**src/hw/rtl/flat_triangle_raster_blend_defines.svh**
```systemverilog
// ----------------------------------------------------------------------------
// flat_triangle_raster_blend assertion macros
// property checks used by the rasterizer sequencer, empty when SYNTH is set
// ----------------------------------------------------------------------------
`ifndef FLAT_TRIANGLE_RASTER_BLEND_DEFINES_SVH
`define FLAT_TRIANGLE_RASTER_BLEND_DEFINES_SVH
`ifndef SYNTH
// check that a property holds at every clock edge outside reset
`define FTRB_ASSERT(lbl, prop, msg) \
   lbl: assert property (@(posedge clock) disable iff (reset) prop) else $error(msg);
// check that a condition is followed by another in the next cycle
`define FTRB_ASSERT_NEXT(lbl, pre, post, msg) \
   lbl: assert property (@(posedge clock) disable iff (reset) pre |=> post) else $error(msg);
`else
`define FTRB_ASSERT(lbl, prop, msg)
`define FTRB_ASSERT_NEXT(lbl, pre, post, msg)
`endif
`endif

```
**src/hw/rtl/ftrb_pkg.sv**
```systemverilog
// ----------------------------------------------------------------------------
// ftrb_pkg
// shared types and constants of the flat triangle rasterizer
// ----------------------------------------------------------------------------
package ftrb_pkg;

   // framebuffer geometry
   localparam int FB_WIDTH  = 256;
   localparam int FB_HEIGHT = 256;
   localparam int FB_SIZE   = FB_WIDTH * FB_HEIGHT;
   localparam int FB_AW     = $clog2(FB_SIZE);
   localparam int PIXW      = FB_AW + 1;

   // field widths
   localparam int CFG_W  = 9;
   localparam int CSR_IW = 3;
   localparam int VW     = 13;
   localparam int YW     = VW + 1;
   localparam int COLW   = 24;
   localparam int IDXW   = 16;
   localparam int FRAC   = 16;
   localparam int NUMW   = VW + FRAC;
   localparam int DENW   = VW;
   localparam int SLW    = NUMW + 1;
   localparam int ACCW   = 46;
   localparam int XW     = ACCW - FRAC;
   localparam int PRW    = SLW + YW;
   localparam int ROWW   = CFG_W;
   localparam int OFFW   = 2 * CFG_W;
   localparam int LOW    = 32;

   typedef enum logic [CSR_IW-1:0] {
      CSR_HCLIP       = 3'd0,
      CSR_CLIP_RIGHT  = 3'd1,
      CSR_CLIP_BOTTOM = 3'd2,
      CSR_TRANSP      = 3'd3,
      CSR_ROW_STRIDE  = 3'd4
   } csr_index_type;

   typedef enum logic [1:0] {
      SLOPE_AB,
      SLOPE_BC,
      SLOPE_CA
   } slope_sel_type;

   typedef enum logic [1:0] {
      ADJ_L,
      ADJ_S,
      ADJ_M
   } adj_sel_type;

   typedef enum logic [1:0] {
      WALK_TIE_A,
      WALK_TIE_B,
      WALK_LT,
      WALK_NOT_GT
   } walk_mode_type;

   typedef enum logic [3:0] {
      ST_CLEAR,
      ST_IDLE,
      ST_READ,
      ST_DIV_GO,
      ST_DIV_WAIT,
      ST_SETUP,
      ST_ADJ,
      ST_ADJ_FIN,
      ST_ROW_CHK,
      ST_SPAN,
      ST_BOUND,
      ST_PIX,
      ST_PIX_WR,
      ST_DONE
   } ctrl_state_type;

   typedef struct packed {
      logic          clr_wr;
      logic          load_req;
      logic          rd_item;
      logic          div_start;
      slope_sel_type div_sel;
      logic          div_store;
      logic          setup;
      logic          adj_en;
      adj_sel_type   adj_sel;
      logic          adj_fin;
      logic          span;
      logic          bound;
      logic          pix_rd;
      logic          pix_wr;
      logic          rsp_load;
   } ftrb_cmd_type;

   typedef struct packed {
      logic clr_last;
      logic div_done;
      logic skip;
      logic row_more;
      logic pix_done;
      logic blend;
   } ftrb_sts_type;

endpackage

```
**src/hw/rtl/ftrb_ctrl.sv**
```systemverilog
// ----------------------------------------------------------------------------
// ftrb_ctrl
// sequencer for clear, read, slope division, edge setup and span fill
// ----------------------------------------------------------------------------
`include "flat_triangle_raster_blend_defines.svh"

module ftrb_ctrl (
   input  logic                   clock,
   input  logic                   reset,
   input  logic                   req_tvalid,
   output logic                   req_tready,
   input  logic                   req_action,
   output logic                   rsp_tvalid,
   input  logic                   rsp_tready,
   output ftrb_pkg::ftrb_cmd_type cmd,
   input  ftrb_pkg::ftrb_sts_type sts
);
   import ftrb_pkg::*;

   ctrl_state_type st_ff, st_in;
   slope_sel_type  div_k_ff, div_k_in;
   adj_sel_type    adj_k_ff, adj_k_in;
   logic           rsp_valid_ff, rsp_valid_in;

   always_ff @(posedge clock) begin
      if (reset) begin
         st_ff        <= ST_CLEAR;
         div_k_ff     <= SLOPE_AB;
         adj_k_ff     <= ADJ_L;
         rsp_valid_ff <= 1'b0;
      end else begin
         st_ff        <= st_in;
         div_k_ff     <= div_k_in;
         adj_k_ff     <= adj_k_in;
         rsp_valid_ff <= rsp_valid_in;
      end
   end

   always_comb begin
      st_in        = st_ff;
      div_k_in     = div_k_ff;
      adj_k_in     = adj_k_ff;
      rsp_valid_in = rsp_valid_ff && !rsp_tready;
      cmd          = '0;
      cmd.div_sel  = div_k_ff;
      cmd.adj_sel  = adj_k_ff;
      req_tready   = 1'b0;
      case (st_ff)
         ST_CLEAR: begin
            cmd.clr_wr = 1'b1;
            if (sts.clr_last)
               st_in = ST_IDLE;
         end
         ST_IDLE: begin
            req_tready = 1'b1;
            if (req_tvalid) begin
               cmd.load_req = 1'b1;
               div_k_in     = SLOPE_AB;
               st_in        = req_action ? ST_READ : ST_DIV_GO;
            end
         end
         ST_READ: begin
            cmd.rd_item = 1'b1;
            st_in       = ST_DONE;
         end
         ST_DIV_GO: begin
            cmd.div_start = 1'b1;
            st_in         = ST_DIV_WAIT;
         end
         ST_DIV_WAIT: begin
            if (sts.div_done) begin
               cmd.div_store = 1'b1;
               case (div_k_ff)
                  SLOPE_AB: begin div_k_in = SLOPE_BC; st_in = ST_DIV_GO; end
                  SLOPE_BC: begin div_k_in = SLOPE_CA; st_in = ST_DIV_GO; end
                  default:  st_in = ST_SETUP;
               endcase
            end
         end
         ST_SETUP: begin
            cmd.setup = 1'b1;
            adj_k_in  = ADJ_L;
            st_in     = ST_ADJ;
         end
         ST_ADJ: begin
            cmd.adj_en = 1'b1;
            case (adj_k_ff)
               ADJ_L:   adj_k_in = ADJ_S;
               ADJ_S:   adj_k_in = ADJ_M;
               default: st_in = ST_ADJ_FIN;
            endcase
         end
         ST_ADJ_FIN: begin
            cmd.adj_fin = 1'b1;
            st_in       = ST_ROW_CHK;
         end
         ST_ROW_CHK: begin
            if (sts.skip || !sts.row_more)
               st_in = ST_DONE;
            else
               st_in = ST_SPAN;
         end
         ST_SPAN: begin
            cmd.span = 1'b1;
            st_in    = ST_BOUND;
         end
         ST_BOUND: begin
            cmd.bound = 1'b1;
            st_in     = ST_PIX;
         end
         ST_PIX: begin
            if (sts.pix_done) begin
               st_in = ST_ROW_CHK;
            end else if (sts.blend) begin
               cmd.pix_rd = 1'b1;
               st_in      = ST_PIX_WR;
            end else begin
               cmd.pix_wr = 1'b1;
            end
         end
         ST_PIX_WR: begin
            cmd.pix_wr = 1'b1;
            st_in      = ST_PIX;
         end
         ST_DONE: begin
            if (!rsp_valid_ff || rsp_tready) begin
               cmd.rsp_load = 1'b1;
               rsp_valid_in = 1'b1;
               st_in        = ST_IDLE;
            end
         end
         default: st_in = ST_IDLE;
      endcase
   end

   assign rsp_tvalid = rsp_valid_ff;

   `FTRB_ASSERT(a_div_done_in_wait, sts.div_done |-> (st_ff == ST_DIV_WAIT), "divider finished outside its wait state")
   `FTRB_ASSERT(a_pix_wr_in_span, cmd.pix_wr |-> !sts.pix_done, "pixel written past the span end")
   `FTRB_ASSERT_NEXT(a_req_leaves_idle, req_tvalid && req_tready, st_ff != ST_IDLE, "accepted request did not start work")

endmodule

```
**config.mk**
```make
export PLATFORM = sky130hd
export DESIGN_NAME = ftrb_ctrl
export DESIGN_NICKNAME = d
export VERILOG_FILES = /design/src/hw/rtl/ftrb_pkg.sv /design/src/hw/rtl/ftrb_ctrl.sv
export VERILOG_INCLUDE_DIRS = /design/src /design/src/hw/rtl
export SDC_FILE = /design/constraint.sdc
export NUM_CORES = 1
export LEC_CHECK = 0
export ABC_AREA = 0
export BUFFER_PORTS_ARGS = -buffer_cell sky130_fd_sc_hd__buf_4
export CAP_MARGIN = 25
export CORE_MARGIN = 2
export CORE_UTILIZATION = 40
export DETAILED_ROUTE_END_ITERATION = 6
export PLACE_DENSITY_LB_ADDON = 0.3
export SYNTH_ARGS = -nofsm -noshare
export SYNTH_HDL_FRONTEND = slang
export SYNTH_SLANG_ARGS = --single-unit
```
**constraint.sdc**
```tcl
create_clock -name clock -period 1.65 [get_ports clock]
set_input_delay 0.2475 -clock clock [delete_from_list [all_inputs] [get_ports clock]]
set_output_delay 0.2475 -clock clock [all_outputs]
set_load 0.05 [all_outputs]
```
==> impl_metrics.tcl <==
set metrics [dict create \
    core_um2 1760 \
    synth_xor_area_share_pct 0 \
    hold_viol_final 0 \
    dr.first_iter.drc_count 8 \
    start_util_pct 43.3 \
    fillCellCount 156 \
    critPathMaxFanout 7 \
    die_h_um 47.7 \
    power_density_nw_per_um2 1510 \
    synth_top_family_by_area "simple AND/OR/NAND/NOR gates" \
    n_antenna_cell 0 \
    drv_cap 0 \
    max_stage_delay_ps 380 \
    cts_root_buf "clkbuf_4" \
    ys_seq_area_share_pct 23.6 \
    pin_count 30 \
    grt_pass1_vias 754 \
    fmax_mhz 613 \
    cp-end-kind "output port" \
    antenna_found_initial 0 \
    seqCellArea_um2 195 \
    crit_chain "nand4bb_4, o22a_1, nor2_2, buf_6" \
    ctsHtreeMaxLevel 1 \
    avgRoutedWirePerCell_um 14.0 \
    grt_max_degree 13 \
    postLayoutSetupSlackWorst_ps 17.4 \
    dp_hpwl_um 1550 \
    p_sw_share_pct 49.7 \
    comb_power_share_pct 69.9 \
    synth_area_leaders "dfxtp_1, nand2b_1, nor2_1" \
    synth_top_area_share_pct 23.6 \
    synth-seq-cells 9 \
    firstDrtPassIters 4 \
    avgSynthCellArea_um2 7.63 \
    fin_area_um2 1250 \
    synth_compound_area_share_pct 29.7 \
    hp-class "input port to register" \
    via_per_inst 5.47 \
    placedCellCount 153 \
    grt_setup_unrepaired "yes" \
    drt-total-wl_um 2270 \
    slew_violations 0 \
    setup_viol 0 \
    clockBufferDepth 2 \
    synth_nets 111 \
    slew_headroom_pct 78.3 \
    drive_above_1_share_pct 52.2 \
    synthMuxAreaShare_pct 2.79 \
    crit_path_start_kind "register" \
    grtUsageTotal_pct 21.9 \
    fin_worst_skew_ps 6.28 \
    cts.reportedPaths.clkPinSlew_ps 70 \
    critPathSlowestCell "dfxtp_4" \
    synth_cell_types 43 \
    outcome "completed" \
    dr_total_vias 891 \
    grt-ovfl-total 0 \
    synthAdderAreaFrac_pct 0 \
    cts_buffers 3 \
    intPower_uw 952 \
    drc 0 \
    syn_area_um2 763 \
    synth_cells 100 \
    place_area_um2 1050 \
    multi_input_area_um2 607 \
    cp_top_family "flip-flops" \
    fin_crit_sh_pct 98.9 \
    final.min_clock_period_ps 1630 \
    pre_cts_ws_ps 59.8 \
    cp_num_buf_inv 1 \
    power.switching_uw 942 \
    critical_path_class "register to output port" \
    grt_pass1_wl_um 3430 \
    total_power_mw 1.89 \
    final_cells 163 \
    io_buffers 29 \
    die_w_um 47.7 \
    p_leak_nw 0.495 \
    crit_required_ps 1400 \
    clock_latency_ps 270 \
    tightest_slew_ps 324 \
    finalWeightedCongestion 0.810 \
    synth_simple_gate_area_share_pct 37.0 \
    clockPowerShare_pct 10.0 \
    synth_top_cell_by_area "dfxtp_1" \
    cts_sinks 9 \
    cts-hold-fix-buffers 0 \
    power.share.sequential_pct 20.2 \
    ys_warn_count 0 \
    ant_nets 0 \
    area_delta_synth_final_pct 63.8 \
    vdd_drop_max_uv 840 \
    nets 150 \
    critical_path_arrival_ps 1390 \
    tritoncts "done" \
    rows 15 \
    die_area_um2 2270 \
]
[power by group through the flow]
stage | clock [mW] | combinational (mW) | sequential [mW]
finish | 0.188 | 1.32 | 0.382
floorplan | 0 | 0.793 | 0.328
CTS | 0.189 | 1.09 | 0.383
global placement | 0 | 1.01 | 0.370
global route | 0.205 | 1.41 | 0.390
detailed placement | 0 | 1.02 | 0.374
[final timing paths]
check                            from                  endpoint  slack, ps  cells after the start
max             st_ff[2]$_SDFFE_PP0P_                    cmd[1]         20                      4
min                             reset  adj_k_ff[0]$_SDFFE_PP0P_        220                      2
max reg2reg     st_ff[2]$_SDFFE_PP0P_     st_ff[2]$_SDFFE_PP0P_         20                      5
min reg2reg  adj_k_ff[0]$_SDFFE_PP0P_  adj_k_ff[1]$_SDFFE_PP0P_        530                      2
[placed cells by master, fill, tap and decap left out, types with 3 or more instances in the layout]
| master | n |
|---|---|
| buf_4 | 28 |
| buf_6 | 11 |
| nor2_2 | 7 |
| a21oi_1 | 7 |
| nand2b_1 | 6 |
| dfxtp_1 | 5 |
| nor2_1 | 4 |
| o21ai_0 | 4 |
| dfxtp_4 | 4 |
| nand2_1 | 3 |
| nor2_4 | 3 |
| inv_1 | 3 |
| nor2b_1 | 3 |
| nor3_1 | 3 |
| clkbuf_4 | 3 |
| buf_8 | 3 |
[area by class of cell]
class	count	area share (%)
multi-input cells	80	48.5
repair buffers	42	30.3
flip-flops and latches	9	15.6
well taps	25	2.50
clock buffers	4	2.10
inverters	3	0.901
[through the flow]
stage	hold WS (ps)	util (%)	setup TNS [ps]
2_1_floorplan	409	-	-227
3_3_place_gp	496	59.4	0
6_report	223	70.9	0
5_1_grt	227	70.9	-160
3_5_place_dp	507	59.4	0
4_1_cts	224	63.2	0
[flip-flops by register name, summed over array words and instances (netlist names)]
register / flops
div_k_ff: 2
adj_k_ff: 2
st_ff: 4
rsp_tvalid: 1
[Yosys cell counts]
cell and instances:
o31ai_1 1, o32ai_1 1, o32a_4 1, a2bb2oi_1 1, o41ai_1 1, o21ai_0 4
nand2_1 3, a31oi_1 1, o211ai_1 1, a311oi_2 1, and3b_1 1, o22a_1 1
or2_1 1, o21bai_1 1, dfxtp_1 9, and2_1 1, nand3_1 2, a32oi_1 1
or2_2 1, mux2_2 1, nor2b_1 4, nand4b_1 1, nor4bb_1 1, buf_2 6
nand4bb_4 1, mux2i_1 1, nand2b_1 9, a211o_1 1, o311a_1 1, and3_1 1
nor3_1 5, clkbuf_1 1, nor2_1 14, o21a_1 1, nand3b_1 1, a21oi_1 7
a311oi_1 1, o21ai_2 1, a22oi_1 1, nor3b_1 2, buf_4 1, inv_1 3
o21ai_1 2
[per-layer routing]
metal	vias to the layer above	share of wire, %	global-route usage (%)
met5	-	0	0
li1	447	-	-
met4	0	1.5	9.73
met2	29	49	35.2
met3	5	4.3	4.53
met1	410	46	28.2
[logic make-up after synthesis]
logic type | Yosys count
simple gates | 48
mux | 2
compound gates | 30
buf+inv | 11
flops | 9
[timing repair]
item	4_1_cts	5_1_grt
setup endpoints to repair	12	13
resized for setup	15	26
setup buffers	0	6
pin swaps	0	8
(Power assumes the default switching activity.)
